**config.mk**
```make
export PLATFORM = sky130hd
export DESIGN_NAME = bl3_window
export DESIGN_NICKNAME = d
export VERILOG_FILES = /design/src/sv/bl3_pkg.sv /design/src/sv/bl3_window.sv
export SDC_FILE = /design/constraint.sdc
export NUM_CORES = 1
export LEC_CHECK = 0
export BUFFER_PORTS_ARGS = -buffer_cell sky130_fd_sc_hd__clkbuf_2
export CAP_MARGIN = 20
export CORE_MARGIN = 10
export CORE_UTILIZATION = 35
export CTS_CLUSTER_SIZE = 12
export DETAILED_ROUTE_END_ITERATION = 6
export HOLD_SLACK_MARGIN = 0.06
export SKIP_CTS_REPAIR_TIMING = 1
export SYNTH_ARGS = -nofsm -noshare
export SYNTH_HDL_FRONTEND = slang
export SYNTH_SLANG_ARGS = --single-unit
```
**constraint.sdc**
```tcl
create_clock -name clk -period 2.2 [get_ports clk]
set_input_delay 0.44 -clock clk [delete_from_list [all_inputs] [get_ports clk]]
set_output_delay 0.44 -clock clk [all_outputs]
set_load 0.05 [all_outputs]
```
**src/sv/bl3_pkg.sv**
```systemverilog
// bl3_pkg: shared constants, types and helper functions of the 3x3 blur filter
// used by bl3_window, bl3_kernel and normalized_3x3_blur_filter
// no dependencies
`default_nettype none

package bl3_pkg;

    // frame geometry
    localparam int MAX_LINE_PIXELS = 1024;
    localparam int KERNEL_SPAN     = 3;
    localparam int COL_W           = $clog2(MAX_LINE_PIXELS);

    // pixel and arithmetic widths
    localparam int CH_W  = 8;
    localparam int PIX_W = 3 * CH_W;
    localparam int SUM_W = 12;
    localparam int LINE_W = 2 * PIX_W;

    // configuration port
    localparam int CFG_W     = 11;
    localparam int CFG_IDX_W = 1;
    localparam logic [CFG_IDX_W-1:0] REG_FRAME_WIDTH  = CFG_IDX_W'(0);
    localparam logic [CFG_IDX_W-1:0] REG_FRAME_HEIGHT = CFG_IDX_W'(1);
    localparam logic [CFG_W-1:0]     FRAME_WIDTH_RESET  = CFG_W'(640);
    localparam logic [CFG_W-1:0]     FRAME_HEIGHT_RESET = CFG_W'(480);

    // result queue and credit
    localparam int FIFO_DEPTH = 4;
    localparam int FIFO_AW    = $clog2(FIFO_DEPTH);
    localparam int OCC_W      = $clog2(FIFO_DEPTH + 1);

    // reciprocal constants: x/3 for x < 768 and x/5 for x < 1280
    localparam int RECIP_3       = 683;
    localparam int RECIP_3_SHIFT = 11;
    localparam int RECIP_5       = 3277;
    localparam int RECIP_5_SHIFT = 14;

    // stream payload widths
    localparam int IN_TDATA_W  = ((PIX_W + 7) / 8) * 8;
    localparam int OUT_BITS    = PIX_W + 2 * COL_W;
    localparam int OUT_TDATA_W = ((OUT_BITS + 7) / 8) * 8;
    localparam int OUT_PAD_W   = OUT_TDATA_W - OUT_BITS;

    typedef struct packed {
        logic [CH_W-1:0] red;
        logic [CH_W-1:0] green;
        logic [CH_W-1:0] blue;
    } rgb_t;

    // window row 0 is the oldest line, column 2 the newest pixel
    typedef rgb_t [KERNEL_SPAN-1:0][KERNEL_SPAN-1:0] window_t;
    typedef rgb_t [KERNEL_SPAN-1:0] column_t;

    // position of an input pixel handed to the window
    typedef struct packed {
        logic [COL_W-1:0] row;
        logic [COL_W-1:0] col;
        logic             last_col;
        logic             last_row;
    } item_t;

    // one output pixel to compute from the current window
    typedef struct packed {
        logic             valid;
        logic             cr2;
        logic             cc2;
        logic             top;
        logic             left;
        logic [COL_W-1:0] row;
        logic [COL_W-1:0] col;
        logic             last;
    } issue_t;

    typedef enum logic [1:0] {
        DIV_12,
        DIV_8,
        DIV_5
    } div_kind_t;

    typedef struct packed {
        rgb_t             pix;
        logic [COL_W-1:0] col;
        logic [COL_W-1:0] row;
        logic             last;
    } result_t;

    // clamp a size register to 2..MAX_LINE_PIXELS and return size - 1
    function automatic logic [COL_W-1:0] size_last(input logic [CFG_W-1:0] v);
        int s;
        s = int'(v);
        if (s < 2) begin
            s = 2;
        end else if (s > MAX_LINE_PIXELS) begin
            s = MAX_LINE_PIXELS;
        end
        return COL_W'(s - 1);
    endfunction

    // kernel weights 1,2,1 / 2,0,2 / 1,2,1
    function automatic logic [1:0] kernel_weight(input int i, input int j);
        if (i == 1 && j == 1) begin
            return 2'd0;
        end else if (i == 1 || j == 1) begin
            return 2'd2;
        end
        return 2'd1;
    endfunction

endpackage

`default_nettype wire

```
**src/sv/bl3_window.sv**
```systemverilog
// bl3_window: 3x3 pixel window and the sequencer that issues up to four outputs
// per input pixel; depends on bl3_pkg
`default_nettype none

module bl3_window
    import bl3_pkg::*;
(
    input  wire logic    clk,
    input  wire logic    rst_n,
    input  wire logic    load,
    input  wire item_t   load_item,
    input  wire column_t load_col,
    input  wire logic    issue_ok,
    output window_t      win,
    output issue_t       issue,
    output logic         free
);

    window_t          win_reg;
    logic [3:0]       mask_reg;
    logic [3:0]       mask_next;
    logic [COL_W-1:0] em_row_reg;
    logic [COL_W-1:0] em_col_reg;

    logic [1:0]       pick;
    logic [3:0]       remaining;
    logic             fire;

    // results released by the loaded pixel, in output order
    always_comb
    begin
        mask_next[0] = (load_item.row != '0) && (load_item.col != '0);
        mask_next[1] = (load_item.row != '0) && load_item.last_col;
        mask_next[2] = load_item.last_row && (load_item.col != '0);
        mask_next[3] = load_item.last_row && load_item.last_col;
    end

    // lowest pending result goes first
    always_comb
    begin
        priority if (mask_reg[0])
        begin
            pick = 2'd0;
        end
        else if (mask_reg[1])
        begin
            pick = 2'd1;
        end
        else if (mask_reg[2])
        begin
            pick = 2'd2;
        end
        else
        begin
            pick = 2'd3;
        end
    end

    // issue descriptor for the picked result
    always_comb
    begin
        fire            = (mask_reg != '0) && issue_ok;
        remaining       = mask_reg & ~(4'b0001 << pick);
        issue.valid     = fire;
        issue.cr2       = pick[1];
        issue.cc2       = pick[0];
        issue.row       = em_row_reg - COL_W'(!pick[1]);
        issue.col       = em_col_reg - COL_W'(!pick[0]);
        issue.top       = (issue.row == '0);
        issue.left      = (issue.col == '0);
        issue.last      = (remaining == '0);
        free            = ((fire ? remaining : mask_reg) == '0);
    end

    // window shift and sequencer state
    always_ff @(posedge clk or negedge rst_n)
    begin
        if (!rst_n)
        begin
            win_reg    <= '0;
            mask_reg   <= '0;
            em_row_reg <= '0;
            em_col_reg <= '0;
        end
        else
        begin
            if (load)
            begin
                for (int i = 0; i < KERNEL_SPAN; i++)
                begin
                    win_reg[i][0] <= win_reg[i][1];
                    win_reg[i][1] <= win_reg[i][2];
                    win_reg[i][2] <= load_col[i];
                end
                mask_reg   <= mask_next;
                em_row_reg <= load_item.row;
                em_col_reg <= load_item.col;
            end
            else if (fire)
            begin
                mask_reg <= remaining;
            end
        end
    end

    assign win = win_reg;

endmodule

`default_nettype wire

```
=== Word level (Yosys, flattened, before mapping) ===
Index checks and enable logic that the tools add are counted.

* Bits in registers: 240
* Input port bits: 98
* Output and inout port bits: 243
* Logic and storage cells: 54

* $add $sub $neg: 2
* Shift operators: 1
* Mux-type cells: 5
* Bitwise operators: 2
* Reductions and logical operators: 14

{| class="wikitable"
|+ Operator list
! operator !! number
|-
| 10-bit zero test || 2
|-
| 10-bit nonzero test || 2
|-
| 10-bit by 1-bit subtractor with 10-bit output || 2
|-
| 4-bit zero test || 2
|-
| 4-bit 2-to-1 mux || 2
|-
| 1-bit logical AND || 5
|-
| 4-bit bitwise AND || 1
|-
| 2-bit 2-to-1 mux || 2
|-
| 4-bit inverter || 1
|-
| 4-bit nonzero test || 1
|-
| 1-bit by 2-bit << shifter with 4-bit output (first input constant) || 1
|-
| 1-bit zero test || 2
|-
| 1-bit 2-to-1 mux || 1
|}

=== Longest topological paths before layout ===
* Word-level depth: 8
* Gate-level depth with buffers: 8
* Mapped depth without buffers: 8

=== Worst setup path after synthesis ===
Ideal clock, no wire load.

* Path type: register -> output
* Start point: register mask_reg[0]
* End point: output issue[22] (netlist name)
* Arrival: 3,769 ps
* Required time: 1,760 ps
* Path slack: -2,009 ps
* Stages on the path, launching flop included: 9
* Buffers on the path: 0
* Cell sequence: dfrtp_1 -> nor2_1 -> inv_1 -> ha_1 -> ha_1 -> xor2_1 -> nor4_1 -> nand4b_1 -> a311oi_1

{| class="wikitable"
|+ RTL lines
! what !! line !! RTL
|-
| start, declared || bl3_window.sv:20 || <nowiki>logic [3:0] mask_reg;</nowiki>
|-
| start signal, assigned || bl3_window.sv:95 || <nowiki>mask_reg <= mask_next;</nowiki>
|-
| start signal, assigned || bl3_window.sv:101 || <nowiki>mask_reg <= remaining;</nowiki>
|-
| end, declared || bl3_window.sv:15 || <nowiki>output issue_t issue,</nowiki>
|}

==> out/metrics.yaml <==
pwr:
  power.leakage_nw: 6.41
  irDropWorstVdd_mv: 0.912
  p_total_mw: 14.3
  powerDensity_mw_per_mm2: 1050
sta:
  slew_headroom_pct: 71.7
  grt_setup_unrepaired: "true"
  setup_violations: 21
  fmax_mhz: 315
  tightest_slew_ns: 0.421
  final-max-slew-violation-count: 0
  period_share_pct: 144
  whs_ns: 0.127
  layout_setup_ws_ns: -0.975
  finalCriticalPeriod_ns: 3.18
  hold_viol_final: 0
  skew_ns: 0.0149
clock_tree:
  clkTransAtPathRegs_ns: 0.06
  clkLatencyLatePin_ns: 0.53
  cts-buffers-inserted: 26
  cts_root_buffer: "clkbuf_16"
  cts.sinks: 240
  cts-htree-levels: 1
  cts_tree: "built"
  cts_buffer_depth: 3
die:
  dieArea_mm2: 0.0340
  initial_core_util_pct: 35.3
  coreArea_mm2: 0.0267
  die_h_um: 184
  fp-row-count: 60
  die_w_um: 184
  pin_count: 341
min_path:
  min_path_type: "input port to flop"
worst_setup_path:
  worstPathArrival_ns: 2.74
  required_ns: 1.76
  critPathTopFamily: "simple AND/OR/NAND/NOR gates"
  crit_path_max_incr_delay_ns: 0.50
  critPathSlowestCell: "or4b_4"
  endpoint_kind: "output pin"
  crit_buf_inv: 2
  crit_chain: "inv_2 > a21o_1 > ha_4 > or4b_4 > nor4_4 > xor2_4 > nor4_4 > buf_12"
  critPathKind: "flop to output pin"
  cp_max_fo: 4
  reg2reg_slack_ns: 1.01
  timing.critical_path.mode_cell: "nor4_4"
  start_kind: "flop"
logic_synthesis:
  syn_nets: 715
  ys.flop_type: "dfrtp_1"
  synth_top_area_cell: "dfrtp_1"
  async_flop_share_pct: 100
  synth-edff-count: 0
  yosys.cell_types.count: 35
  avgSynthCellArea_um2: 15.4
  synth_adder_area_share_pct: 0.742
  synthTopCellsByCount: "dfrtp_1 (240), mux2_1 (232), nand2_1 (16), buf_2 (14), clkbuf_1 (14)"
  yosys.area_share.simple_pct: 3.74
  yosysTopAreaCellShare_pct: 63.6
  synth_top_family_by_area: "multiplexers"
  ys_seq_area_share_pct: 63.6
  synth-compound-area-share_pct: 1.38
  synth_area_mm2: 0.00945
  synth_most_common_cell: "dfrtp_1"
  yosys_register_bits: 240
  synth-xor-area-share_pct: 1.02
  yosysWarnings: 0
  synthMuxAreaShare_pct: 27.7
  syn_inst: 613
  ys_top_cells_by_area: "dfrtp_1 (64%), mux2_1 (28%), buf_2 (0.74%), xor2_1 (0.65%), nand2_1 (0.64%)"
layout:
  drive_above_1_share_pct: 47.4
  area_delta_synth_final_pct: 43.8
  final_cells: 1365
  nets: 1109
  n_antenna_cell: 0
  stdcell_area_mm2: 0.0136
  largest_reg_flops: 216
grt:
  antenna_found_initial: 0
  groute.usage.overall_pct: 14.5
  grt_pass1_vias: 7012
  grt_pass1_wl_um: 39800
  grt_start_max_net_pins: 72
  overflow: 0
place:
  port-buffer-count: 340
  post-place-cells: 1316
  pre_cts_slack_ns: -0.508
  place_area_mm2: 0.0125
  dp_hpwl_um: 19200
  gp_congestion: 0.780
job:
  maxCapViolCount: 0
detailed_routing:
  viasPerCell: 4.65
  route.vias.total: 6345
  firstDrtPassIters: 4
  drt_iter0_drc: 199
  detail-route-antenna-nets: 0
  drc: 0
  wl_per_cell_um: 18.3
  wirelength_um: 24900
run_status:
  violations: "setup timing"
  status: "complete, but fails checks"
## path summary, 6_finish.rpt
kind	from	to	cells after the start
setup / recovery	mask_reg[1]	issue[21]	8
hold / removal	load_col[27]	win[123]	2
setup reg to reg	mask_reg[1]	mask_reg[3]	6
hold reg to reg	win[13]	win[13]	1
max in group asynchronous	rst_n	win[186]	3
min in group asynchronous	rst_n	win[104]	2
## logic make-up after synthesis
logic type	count (synthesis)
fa+ha+maj	6
xor+xnor	11
simple gates	61
buf+inv	42
flops	240
mux	232
compound gates	21
## metrics by stage
step / TNS [ns] / util (%)
6_report: -11.08 / 50.8
5_1_grt: -13.19 / 50.8
4_1_cts: -13.54 / 49.8
3_5_place_dp: -2.75 / 46.7
3_3_place_gp: -2.53 / 46.7
2_1_floorplan: -2.79 / -
## per-layer routing
layer  up-vias  global-route usage [%]  share of wire, %
li1       2950                       -                 -
met1      3131                    17.3                41
met2       236                    23.6                47
met3        28                    6.54                11
met4         0                    3.24               2.0
met5         -                       0                 0
## cell type report
class                           count  area, um2
Inverter                           13       48.8
Multi-Input combinational cell    331       3670
Sequential cell                   240       6010
Fill cell                        2340      13100
Timing Repair Buffer              395       2590
Clock inverter                      6       66.3
Tap cell                          341        427
Clock buffer                       39        769
## cells in the final DEF, fill, tap and decap left out, types with 3 or more instances in the layout
master,instances
buf_12,24
buf_4,37
buf_6,11
buf_8,9
clkbuf_1,6
clkbuf_16,26
clkbuf_2,313
clkbuf_8,7
clkinv_2,4
dfrtp_1,239
ha_4,4
inv_1,7
inv_2,6
mux2_1,232
nand2_1,10
nand2_4,4
nand2b_1,4
nand3_1,3
nand4b_1,3
nor2_1,5
nor2_4,3
nor4_1,5
o21ai_1,8
or3_1,5
or3_4,3
xnor2_4,3
xor2_4,5
## report_power, final
group	internal (mW)	total [mW]	switching, mW	leakage, nW
combinational	1.26	4.58	3.32	3.18
sequential	5.05	5.50	0.442	2.82
clock	2.52	4.20	1.68	0.414
total	8.83	14.3	5.44	6.41
Note: power is estimated with default switching activity, not from simulation.
