==> src/sv/bl3_pkg.sv <==
// bl3_pkg: shared constants, types and helper functions of the 3x3 blur filter
// used by bl3_window, bl3_kernel and normalized_3x3_blur_filter
// no dependencies
`default_nettype none

package bl3_pkg;

    // frame geometry
    localparam int MAX_LINE_PIXELS = 1024;
    localparam int KERNEL_SPAN     = 3;
    localparam int COL_W           = $clog2(MAX_LINE_PIXELS);

    // pixel and arithmetic widths
    localparam int CH_W  = 8;
    localparam int PIX_W = 3 * CH_W;
    localparam int SUM_W = 12;
    localparam int LINE_W = 2 * PIX_W;

    // configuration port
    localparam int CFG_W     = 11;
    localparam int CFG_IDX_W = 1;
    localparam logic [CFG_IDX_W-1:0] REG_FRAME_WIDTH  = CFG_IDX_W'(0);
    localparam logic [CFG_IDX_W-1:0] REG_FRAME_HEIGHT = CFG_IDX_W'(1);
    localparam logic [CFG_W-1:0]     FRAME_WIDTH_RESET  = CFG_W'(640);
    localparam logic [CFG_W-1:0]     FRAME_HEIGHT_RESET = CFG_W'(480);

    // result queue and credit
    localparam int FIFO_DEPTH = 4;
    localparam int FIFO_AW    = $clog2(FIFO_DEPTH);
    localparam int OCC_W      = $clog2(FIFO_DEPTH + 1);

    // reciprocal constants: x/3 for x < 768 and x/5 for x < 1280
    localparam int RECIP_3       = 683;
    localparam int RECIP_3_SHIFT = 11;
    localparam int RECIP_5       = 3277;
    localparam int RECIP_5_SHIFT = 14;

    // stream payload widths
    localparam int IN_TDATA_W  = ((PIX_W + 7) / 8) * 8;
    localparam int OUT_BITS    = PIX_W + 2 * COL_W;
    localparam int OUT_TDATA_W = ((OUT_BITS + 7) / 8) * 8;
    localparam int OUT_PAD_W   = OUT_TDATA_W - OUT_BITS;

    typedef struct packed {
        logic [CH_W-1:0] red;
        logic [CH_W-1:0] green;
        logic [CH_W-1:0] blue;
    } rgb_t;

    // window row 0 is the oldest line, column 2 the newest pixel
    typedef rgb_t [KERNEL_SPAN-1:0][KERNEL_SPAN-1:0] window_t;
    typedef rgb_t [KERNEL_SPAN-1:0] column_t;

    // position of an input pixel handed to the window
    typedef struct packed {
        logic [COL_W-1:0] row;
        logic [COL_W-1:0] col;
        logic             last_col;
        logic             last_row;
    } item_t;

    // one output pixel to compute from the current window
    typedef struct packed {
        logic             valid;
        logic             cr2;
        logic             cc2;
        logic             top;
        logic             left;
        logic [COL_W-1:0] row;
        logic [COL_W-1:0] col;
        logic             last;
    } issue_t;

    typedef enum logic [1:0] {
        DIV_12,
        DIV_8,
        DIV_5
    } div_kind_t;

    typedef struct packed {
        rgb_t             pix;
        logic [COL_W-1:0] col;
        logic [COL_W-1:0] row;
        logic             last;
    } result_t;

    // clamp a size register to 2..MAX_LINE_PIXELS and return size - 1
    function automatic logic [COL_W-1:0] size_last(input logic [CFG_W-1:0] v);
        int s;
        s = int'(v);
        if (s < 2) begin
            s = 2;
        end else if (s > MAX_LINE_PIXELS) begin
            s = MAX_LINE_PIXELS;
        end
        return COL_W'(s - 1);
    endfunction

    // kernel weights 1,2,1 / 2,0,2 / 1,2,1
    function automatic logic [1:0] kernel_weight(input int i, input int j);
        if (i == 1 && j == 1) begin
            return 2'd0;
        end else if (i == 1 || j == 1) begin
            return 2'd2;
        end
        return 2'd1;
    endfunction

endpackage

`default_nettype wire

==> src/sv/bl3_kernel.sv <==
// bl3_kernel: masked 3x3 weighted sum, registered, then combinational reciprocal division
// depends on bl3_pkg
`default_nettype none

module bl3_kernel
    import bl3_pkg::*;
(
    input  wire logic    clk,
    input  wire logic    rst_n,
    input  wire window_t win,
    input  wire issue_t  issue,
    output logic         res_valid,
    output result_t      res
);

    logic [SUM_W-1:0] sum_next [3];
    div_kind_t        kind_next;

    logic             k1_valid_reg;
    logic [SUM_W-1:0] k1_sum_reg [3];
    div_kind_t        k1_kind_reg;
    logic [COL_W-1:0] k1_row_reg;
    logic [COL_W-1:0] k1_col_reg;
    logic             k1_last_reg;

    logic [CH_W-1:0]  quot [3];

    // weighted sum of the in-frame neighbours
    always_comb
    begin
        logic [1:0]       ri;
        logic [1:0]       cj;
        logic             use_n;
        logic [1:0]       wt;
        rgb_t             nb;
        logic [SUM_W-1:0] term [3];
        for (int c = 0; c < 3; c++)
        begin
            sum_next[c] = '0;
        end
        for (int i = 0; i < KERNEL_SPAN; i++)
        begin
            for (int j = 0; j < KERNEL_SPAN; j++)
            begin
                ri    = (issue.cr2 && i < 2) ? 2'(i + 1) : 2'(i);
                cj    = (issue.cc2 && j < 2) ? 2'(j + 1) : 2'(j);
                use_n = !(i == 0 && issue.top) && !(i == 2 && issue.cr2) &&
                        !(j == 0 && issue.left) && !(j == 2 && issue.cc2);
                wt    = kernel_weight(i, j);
                nb    = win[ri][cj];
                term[0] = SUM_W'(nb.red);
                term[1] = SUM_W'(nb.green);
                term[2] = SUM_W'(nb.blue);
                for (int c = 0; c < 3; c++)
                begin
                    if (!use_n || wt == 2'd0)
                    begin
                        term[c] = '0;
                    end
                    else if (wt == 2'd2)
                    begin
                        term[c] = term[c] << 1;
                    end
                    sum_next[c] = sum_next[c] + term[c];
                end
            end
        end
    end

    // divisor from the clipped sides: 12 inside, 8 on an edge, 5 in a corner
    always_comb
    begin
        logic ex_r;
        logic ex_c;
        ex_r = issue.top || issue.cr2;
        ex_c = issue.left || issue.cc2;
        if (ex_r && ex_c)
        begin
            kind_next = DIV_5;
        end
        else if (ex_r || ex_c)
        begin
            kind_next = DIV_8;
        end
        else
        begin
            kind_next = DIV_12;
        end
    end

    // sum stage control
    always_ff @(posedge clk or negedge rst_n)
    begin
        if (!rst_n)
        begin
            k1_valid_reg <= 1'b0;
        end
        else
        begin
            k1_valid_reg <= issue.valid;
        end
    end

    // sum stage payload
    always_ff @(posedge clk)
    begin
        if (issue.valid)
        begin
            for (int c = 0; c < 3; c++)
            begin
                k1_sum_reg[c] <= sum_next[c];
            end
            k1_kind_reg <= kind_next;
            k1_row_reg  <= issue.row;
            k1_col_reg  <= issue.col;
            k1_last_reg <= issue.last;
        end
    end

    // truncating division, by reciprocal multiplication for 12 and 5 and by a shift for 8
    always_comb
    begin
        logic [2*SUM_W-1:0] prod;
        for (int c = 0; c < 3; c++)
        begin
            unique case (k1_kind_reg)
                DIV_12:
                begin
                    prod    = (2*SUM_W)'(k1_sum_reg[c] >> 2) * (2*SUM_W)'(RECIP_3);
                    quot[c] = prod[RECIP_3_SHIFT +: CH_W];
                end
                DIV_8:
                begin
                    prod    = '0;
                    quot[c] = k1_sum_reg[c][3 +: CH_W];
                end
                DIV_5:
                begin
                    prod    = (2*SUM_W)'(k1_sum_reg[c]) * (2*SUM_W)'(RECIP_5);
                    quot[c] = prod[RECIP_5_SHIFT +: CH_W];
                end
                default:
                begin
                    prod    = '0;
                    quot[c] = '0;
                end
            endcase
        end
    end

    assign res_valid     = k1_valid_reg;
    assign res.pix.red   = quot[0];
    assign res.pix.green = quot[1];
    assign res.pix.blue  = quot[2];
    assign res.col       = k1_col_reg;
    assign res.row       = k1_row_reg;
    assign res.last      = k1_last_reg;

endmodule

`default_nettype wire
==> config.mk <==
export PLATFORM = sky130hd
export DESIGN_NAME = bl3_kernel
export DESIGN_NICKNAME = d
export VERILOG_FILES = /design/src/sv/bl3_pkg.sv /design/src/sv/bl3_kernel.sv
export SDC_FILE = /design/constraint.sdc
export NUM_CORES = 1
export LEC_CHECK = 0
export BUFFER_PORTS_ARGS = -buffer_cell sky130_fd_sc_hd__buf_2
export CAP_MARGIN = 20
export CELL_PAD_IN_SITES_DETAIL_PLACEMENT = 0
export CELL_PAD_IN_SITES_GLOBAL_PLACEMENT = 1
export CORE_MARGIN = 2
export CORE_UTILIZATION = 51
export CTS_CLUSTER_SIZE = 25
export DETAILED_ROUTE_END_ITERATION = 7
export GPL_TIMING_DRIVEN = 0
export PLACE_DENSITY_LB_ADDON = 0.1
export SYNTH_ARGS = -nofsm -noshare
export SYNTH_HDL_FRONTEND = slang
export SYNTH_SLANG_ARGS = --single-unit
==> constraint.sdc <==
create_clock -name clk -period 10.3 [get_ports clk]
set_clock_uncertainty 0.15 [all_clocks]
set_input_delay 1.03 -clock clk [delete_from_list [all_inputs] [get_ports clk]]
set_output_delay 1.03 -clock clk [all_outputs]
set_load 0.01 [all_outputs]
### Word-level counts from Yosys, hierarchy flattened

Memories as Yosys holds them, arrays and structs flattened.
Cells that the tools add are included.
W data, S select, Z words.

* add/sub/neg operators: 21
* $mul: 6
* order comparisons: 4
* equal/unequal tests: 2
* muxes and demuxes: 48
* reductions and logical operators: 13

Operator list (count)
* $bmux W72 S2: 2
* $bmux W24 S2: 5
* $mux W72: 2
* $mux W24: 5
* $mux W9: 12
* $mux W8: 12
* $add A12 B8 Y12: 6
* $pmux W8 S3: 3
* $mul A12 B12 Y22 const B: 3
* $mul A10 B10 Y19 const B: 3
* $add A12 B9 Y12: 4
* $add A11 B9 Y12: 3
* $add A10 B8 Y11: 3
* $add A8 B9 Y10: 3
* $add A12 B12 Y12: 2
* $lt A2 B3 Y1 const B: 3
* $logic_and A1 B1 Y1: 5
* $mux W1: 5
* $logic_not A1 Y1: 4
* $mux W2: 2
* $logic_or A1 B1 Y1: 3
* $lt A1 B3 Y1 const B: 1
* $eq A2 B1 Y1 const B: 1
* $eq A2 B2 Y1 const B: 1
* $logic_not A2 Y1: 1

* flip-flop bits (word level): 24
* bits in writable memories: 36
* bits of input ports: 244
* output and inout bits: 46
* word-level logic and storage cells: 100
* memories kept: 1

Memories
* k1_sum_reg: depth 3, width 12, read ports 3, clocked after Yosys merged registers in 0, write ports 3, line bl3_kernel.sv:20 `logic [SUM_W-1:0] k1_sum_reg [3];`

### Logic depth before layout (Yosys ltp)

Gate-level depths: netlist of run 1.

* depth in word-level cells: 13
* mapped depth: 23
* depth with buffers taken out: 21

### Worst setup path after synthesis of run 1

OpenSTA, ideal clock, no wires.

* kind: input -> register
* start: in issue[23] (netlist name)
* end: mem k1_sum_reg[0][11] (data pin)
* library setup time: 259 ps
* arrival time: 5902 ps
* data required time: 9891 ps
* setup slack: 3990 ps
* stages on the path: 21
* buffers on the path: 3
* cells stage by stage: buf_2 buf_1 clkbuf_1 mux4_2 and2_1 fa_1 fa_1 fa_1 inv_1 fa_1 inv_1 ha_1 fa_1 a21oi_1 nor2_1 nor2_1 o21bai_1 a21oi_1 nor2b_1 nor2_1 o21bai_1

RTL lines
* start: declaration: line bl3_kernel.sv:11 `input wire issue_t issue,`
* end: declaration: line bl3_kernel.sv:20

==> impl_metrics.yaml, run 1 <==
cells_and_area:
  final_common_cell: "inv_1"
  final_cell_mix: "inv_1, ha_1, fa_1"
  drive_gt1_frac: 0.1559
  fillers: 3736
  synthToLayoutAreaGrowth_pct: 11.45
  nets: 3406
  diodes: 0
  largest_register_ffs: 36
worst_hold_path:
  hold_class: "input port to async pin"
worst_setup_path:
  critical_path_class: "input port to flop"
  arrival_ps: 7390
  crit_fanout: 10
  cp.required_ps: 10250
  endpoint_kind: "flop"
  cp-start-kind: "input port"
grt:
  grt_max_degree: 39
  grtUsageTotal: 0.3076
  grt_overflow: 0
  grt_pass1_vias: 17889
  grt_pass1_wl_mm: 101.6
  grt_antenna_before_repair: 1
die:
  die_w_um: 207.7
  fp.dieH_um: 207.7
  core_sq_mm: 0.04092
  pin_count: 290
  die_area_sq_mm: 0.04313
  start_util: 0.5170
  row_count: 74
route:
  vias_per_cell: 5.555
  wirelength_mm: 65.74
  antenna_left: 0
  drc_errors: 0
  detail_route.wl_per_cell_um: 22.05
  firstDrtPassIters: 7
  via_count: 16564
  drtIter0Drc: 1152
synth:
  yosys.area.top_type: "fa_1"
  synth_top_area_share: 0.2980
  syn_inst: 2146
  syn_area_sq_mm: 0.02116
  syn-num-nets: 3107
  syn_area_per_cell_sq_um: 9.859
  synth_edf_count: 59
  async_reset_ff_frac: 0.01667
  ys_seq_area_frac: 0.08492
  yosys-top-cells-area: "fa_1, ha_1, inv_1"
  synthFlopType: "edfxtp_1"
  synth_cell_types: 53
  ys_ff_latch: 60
  yosysWarnings: 0
sta:
  fin_crit_sh: 0.7232
  slew_violations: 0
  max_freq_mhz: 134.3
  fin_crit_ps: 7449
  grt_setup_unrepaired: "no"
  hold_viol_final: 0
  fin_setup_tns_ps: 0
  tightestPinTransition_ps: 1229
  slew_headroom: 0.1804
  setup_violations: 0
placement:
  place_congestion: 1.001
  portBuffers: 287
  hpwl_mm: 57.98
cts:
  cts_resized: 0
  cts.clk_slew.worst_paths_ps: 60
  cts_max_level: 3
  cts_num_sinks: 60
  cts_hold_buf: 0
  cts_buffers: 9
  tritoncts: "built"
  clock_path_buffers: 2
  cts_root_buffer: "clkbuf_16"
  cts_setup_buffers: 0
job:
  cap_violations: 0
outcome:
  status: "complete, no violations"
[cells by family after synthesis]
family / share of synthesized area
and+or+nand+nor: 0.07309
AOI/OAI and AO/OA: 0.08433
adders and majority gates: 0.5358
buffers and inverters: 0.09722
xor gates and xnor gates: 0.03850
DFF: 0.08492
muxes: 0.08616
[per-layer routing]
metal	vias to the layer above	track usage	share of wire
met4	2	0.1083	0.039
met3	131	0.03797	0.066
met2	680	0.5094	0.46
met5	-	0	0.00020
li1	7644	-	-
met1	8107	0.4174	0.43
[final cells by class]
class	count	area [sq um]	share of cell area
Inverter	480	1802	0.07641
Clock buffer	9	225.2	0.009551
Tap cell	532	665.6	0.02823
Clock inverter	7	75.07	0.003184
Multi-Input combinational cell	1542	17300	0.7338
Buffer	64	255.2	0.01082
Timing Repair Buffer	288	1456	0.06176
Sequential cell	60	1797	0.07620
[Yosys cell counts (6+ instances only)]
library cell	instances
inv_1	480
a21oi_1	53
buf_2	9
a21o_1	28
nor2b_1	46
edfxtp_1	59
a31oi_1	7
mux4_2	29
nor2_1	119
nor3_1	11
nand3_1	9
mux2i_1	82
ha_1	402
mux2_2	31
fa_1	315
a211oi_1	71
o21bai_1	14
xor2_1	31
nand2b_1	6
nand2_1	72
buf_1	13
clkbuf_1	41
xnor2_1	62
and2_1	41
a211o_1	12
o21ai_0	41
[through the flow]
step,hold WS (ps),std cells,cell area [sq um],utilization,worst slack (ps)
global placement,657.5,2965,23260,0.5684,2487
CTS,283.8,2982,23580,0.5762,2886
floorplan,584.4,2146,21160,-,3990
detailed placement,659.7,2966,23280,0.5689,2524
global route,284.7,2982,23580,0.5762,2551
finish,297.2,2982,23580,0.5762,2851
[worst max-delay path, stage by stage]
cell and delay, ps:
buf_2 310, buf_1 720, or2_2 230, clkbuf_1 660, clkbuf_1 700, nor2_1 180
fa_1 540, fa_1 470, fa_1 520, inv_1 50, fa_1 510, inv_1 50
ha_1 260, a21o_1 180, a21oi_1 220, o21bai_1 90, a21oi_1 240, nor2b_1 70
o21ai_0 150, nand2b_1 80, xnor2_1 120
[final timing paths]
path | startpoint | to | slack [ps] | depth (start not counted)
worst max-delay path | issue[23] | k1_sum_reg[0][22] | 2850 | 21
worst min-delay path | rst_n | res_valid | 300 | 1
max in group asynchronous | rst_n | res_valid | 9620 | 1
min in group clk | issue[1] | k1_col_reg[0] | 710 | 1
Power of run 1 is left out: the tool's default activity adds up to more than one toggle a clock period on the data nets, which glitch-free logic cannot reach.
==> inputs of run 2 (changes only) <==
--- a/config.mk
+++ b/config.mk
@@ -10,7 +10,7 @@
 export CELL_PAD_IN_SITES_DETAIL_PLACEMENT = 0
 export CELL_PAD_IN_SITES_GLOBAL_PLACEMENT = 1
 export CORE_MARGIN = 2
-export CORE_UTILIZATION = 51
+export CORE_UTILIZATION = 43
 export CTS_CLUSTER_SIZE = 25
 export DETAILED_ROUTE_END_ITERATION = 7
 export GPL_TIMING_DRIVEN = 0
==> constraint.sdc (replaced) <==
create_clock -name clk -period 6.8 [get_ports clk]
set_clock_uncertainty 0.15 [all_clocks]
set_input_delay 0.68 -clock clk [delete_from_list [all_inputs] [get_ports clk]]
set_output_delay 0.68 -clock clk [all_outputs]
set_load 0.01 [all_outputs]
==> run 2 against run 1 <==
- sequential cell count unchanged
- critical path depth down 3
- cell area up 0.84%
- core utilization down 8.8 points
- die area rose by 18%
- non-clock buffer count up 1
- via count decreased by 2.0%
- final cell count up 4.5%
- setup slack got worse by 2600 ps
- first-iteration DRC count down 32%
- largest cell class unchanged
==> impl_metrics.yaml, run 2 (synthesized netlist as in run 1, its figures left out) <==
cts:
  cts_buffers: 9
  cts_root_buffer: "clkbuf_16"
  cts_max_level: 3
  clock_path_buffers: 2
  tritoncts: "built"
  cts_num_sinks: 60
  cts.clk_slew.worst_paths_ps: 60
  cts_setup_buffers: 0
die:
  start_util: 0.4340
  die_area_sq_mm: 0.05099
  fp.dieH_um: 225.8
  pin_count: 290
  core_sq_mm: 0.04875
  row_count: 81
  die_w_um: 225.8
sta:
  max_freq_mhz: 152.2
  fin_crit_ps: 6569
  fin_crit_sh: 0.9661
  setup_violations: 0
  grt_setup_unrepaired: "yes"
  slew_violations: 0
  tightestPinTransition_ps: 1095
  layout_setup_ws_ps: 230.8
  slew_headroom: 0.2508
  hold_viol_final: 0
grt:
  grt_overflow: 0
  grt_pass1_vias: 17738
  grt_antenna_before_repair: 1
  grt_pass1_wl_mm: 103.4
  grtUsageTotal: 0.2724
  grt_max_degree: 41
route:
  via_count: 16240
  wirelength_mm: 67.30
  drtIter0Drc: 782
  drc_errors: 0
  detail_route.wl_per_cell_um: 21.60
  firstDrtPassIters: 5
  vias_per_cell: 5.212
  antenna_left: 0
worst_setup_path:
  cp-start-kind: "flop"
  cp_slowest_cell: "edfxtp_1"
  max_stage_delay_ps: 560
  worst_path_most_repeated_cell: "inv_1"
  arrival_ps: 5740
  critPathTopFamily: "adder cells"
  crit_fanout: 7
  critical_path_class: "flop to primary output"
  critPathBufInv: 5
  cp.required_ps: 5970
  cp_cell_sequence: "ha_1 -> ha_1 -> inv_1 -> fa_1 -> inv_1 -> fa_1 -> inv_1 -> fa_1 -> inv_1 -> ha_1 -> a21o_1 -> a2111oi_1 -> a211oi_2 -> a221o_1 -> xor2_1 -> a21oi_1 -> o21ai_0 -> buf_2"
  endpoint_kind: "primary output"
placement:
  dp_slack_ps: -655.6
  place_congestion: 0.9950
  portBuffers: 287
  hpwl_mm: 60.05
cells_and_area:
  seq_area_sq_mm: 0.001797
  drive_gt1_frac: 0.1599
  nets: 3407
  utilization: 0.4878
  synthToLayoutAreaGrowth_pct: 12.38
  final_cell_mix: "inv_1, ha_1, fa_1"
  multi_input_area_sq_mm: 0.01733
  fillers: 4696
  largest_register_ffs: 36
  final_common_cell: "inv_1"
job:
  cap_violations: 0
outcome:
  status: "complete, no violations"
worst_hold_path:
  hold_class: "input port to flop"
==> run 2: area by class of cell <==
cell class / instances / area share
diodes: 1 / 0.0001052
multi-input cells: 1542 / 0.7290
repair buffers: 289 / 0.06167
inverters: 480 / 0.07577
well taps: 664 / 0.03494
flip-flops and latches: 60 / 0.07556
clock buffers: 9 / 0.009472
clock inverters: 7 / 0.002210
plain buffers: 64 / 0.01126
==> run 2: path summary, 6_finish.rpt <==
path | to | start | cells past startpoint
hold / removal | k1_row_reg[9] | issue[20] | 1
setup / recovery | res[32] | k1_sum_reg[0][15] | 18
min in group asynchronous | res_valid | rst_n | 2
max in group asynchronous | res_valid | rst_n | 2
==> run 2: per-stage QoR <==
step,TNS [ps],instance area [sq um],hold WS [ps],instances
2_1_floorplan,0,21160,234.4,2146
3_3_place_gp,-6434,23430,304.5,3097
3_5_place_dp,-6085,23450,305.4,3098
4_1_cts,0,23750,335.3,3115
5_1_grt,-54.79,23780,327.2,3115
6_report,0,23780,339.9,3116
==> run 2: routing by layer <==
metal / GRT usage / wire, um
met5: 0 / 0
met4: 0.09165 / 2274
met3: 0.03266 / 3034
met2: 0.4506 / 31110
met1: 0.3702 / 30880
==> run 2: timing repair <==
action,in CTS,in global routing
gates resized for setup,4,12
setup endpoints to repair,8,20
hold buffers,1,0
endpoints found under the hold margin,1,0
Power of run 2 is left out for the same reason.
==> inputs of run 3 (changes only) <==
--- a/config.mk
+++ b/config.mk
@@ -9,11 +9,10 @@
 export CAP_MARGIN = 20
 export CELL_PAD_IN_SITES_DETAIL_PLACEMENT = 0
 export CELL_PAD_IN_SITES_GLOBAL_PLACEMENT = 1
-export CORE_MARGIN = 2
 export CORE_UTILIZATION = 43
-export CTS_CLUSTER_SIZE = 25
 export DETAILED_ROUTE_END_ITERATION = 7
 export GPL_TIMING_DRIVEN = 0
+export MAX_ROUTING_LAYER = met4
 export PLACE_DENSITY_LB_ADDON = 0.1
 export SYNTH_ARGS = -nofsm -noshare
 export SYNTH_HDL_FRONTEND = slang
==> run 3 against run 2 <==
- wire length increased by 2.1%
- sequential share of layout area about the same
- via count about the same
- largest cell class unchanged
- highest routed layer unchanged
==> impl_metrics.yaml, run 3 (synthesized netlist as in run 1, its figures left out) <==
route:
  antenna_left: 0
  vias_per_cell: 5.214
  detail_route.wl_per_cell_um: 22.04
  drtIter0Drc: 858
  drc_errors: 0
  via_count: 16253
  firstDrtPassIters: 5
  wirelength_mm: 68.70
die:
  row_count: 80
  fp.dieH_um: 223.8
  core_sq_mm: 0.04815
  start_util: 0.4394
  pin_count: 290
  die_area_sq_mm: 0.05010
  die_w_um: 223.8
worst_setup_path:
  cp.required_ps: 5970
  cp-start-kind: "flop"
  endpoint_kind: "primary output"
  crit_fanout: 6
  arrival_ps: 5740
  critical_path_class: "flop to primary output"
outcome:
  status: "complete, no violations"
sta:
  fin_setup_tns_ps: 0
  slew_violations: 0
  fin_crit_ps: 6573
  tightestPinTransition_ps: 1066
  grt_setup_unrepaired: "yes"
  setup_violations: 0
  slew_headroom: 0.2894
  max_freq_mhz: 152.1
  fin_crit_sh: 0.9666
  hold_viol_final: 0
cts:
  tritoncts: "built"
  cts_max_level: 3
  clock_path_buffers: 2
  cts_num_sinks: 60
  cts_root_buffer: "clkbuf_16"
  cts_buffers: 9
  cts.clk_slew.worst_paths_ps: 60
cells_and_area:
  synthToLayoutAreaGrowth_pct: 12.80
  diodes: 0
  largest_register_ffs: 36
  final_common_cell: "inv_1"
  nets: 3417
  final_cell_mix: "inv_1, ha_1, fa_1"
  drive_gt1_frac: 0.1654
placement:
  hpwl_mm: 61.38
  place_congestion: 0.9980
  portBuffers: 287
grt:
  grt_pass1_vias: 17556
  grt_overflow: 0
  grt_pass1_wl_mm: 104.2
  grt_max_degree: 40
  grtUsageTotal: 0.2891
  grt_antenna_before_repair: 0
worst_hold_path:
  hold_class: "input port to flop"
job:
  cap_violations: 0
## run 3: metrics by stage
| step | setup slack, ps | util | hold WS [ps] | cell area [sq um] | std cells |
|---|---|---|---|---|---|
| after floorplan | 839.8 | - | 234.4 | 21160 | 2146 |
| after global placement | -787.6 | 0.4863 | 305.1 | 23420 | 3089 |
| after detailed placement | -642.4 | 0.4867 | 305.6 | 23440 | 3090 |
| after CTS | 7.684 | 0.4935 | 323.1 | 23760 | 3107 |
| after global routing | -7.546 | 0.4957 | 337.4 | 23870 | 3117 |
| final | 227.2 | 0.4957 | 348.4 | 23870 | 3117 |
## run 3: final cells by class
cell class,count,area [sq um]
Clock buffer,10,229.0
Buffer,64,274.0
Inverter,480,1802
Sequential cell,60,1797
Tap cell,656,820.8
Multi-Input combinational cell,1542,17340
Fill cell,4608,24280
Clock inverter,6,65.06
Timing Repair Buffer,299,1541
## run 3: final timing paths
kind | cells after the start | slack (ps) | end | from
min in group asynchronous | 2 | 470 | res_valid | rst_n
max | 18 | 230 | res[33] | k1_sum_reg[0][16]
min | 1 | 350 | k1_row_reg[5] | issue[16]
max in group asynchronous | 2 | 5940 | res_valid | rst_n
## run 3: critical path, stage by stage, from the launching register on
cell       delay (ps)
edfxtp_1          580
ha_1              410
ha_1              340
inv_1              60
fa_1              530
inv_1              50
fa_1              480
inv_1              50
fa_1              470
inv_1              40
ha_1              270
a21o_1            190
a2111oi_0         480
a211oi_2          240
a221o_1           370
a21oi_1           180
xor2_1            110
o211ai_1          320
buf_2             210
## run 3: what timing repair did
action | CTS | global route
hold buffers | 1 | 0
setup endpoints to repair | 9 | 21
resized for setup | 5 | 21
endpoints found under the hold margin | 1 | 0
setup buffers | 0 | 10
## run 3: metal layers
metal	global-route usage	part of all wire	vias up
met5	-	0	-
li1	-	-	7668
met3	0.02413	0.043	81
met1	0.3902	0.46	7979
met4	0.07137	0.025	0
met2	0.4706	0.47	525
Power of run 3 is left out for the same reason.
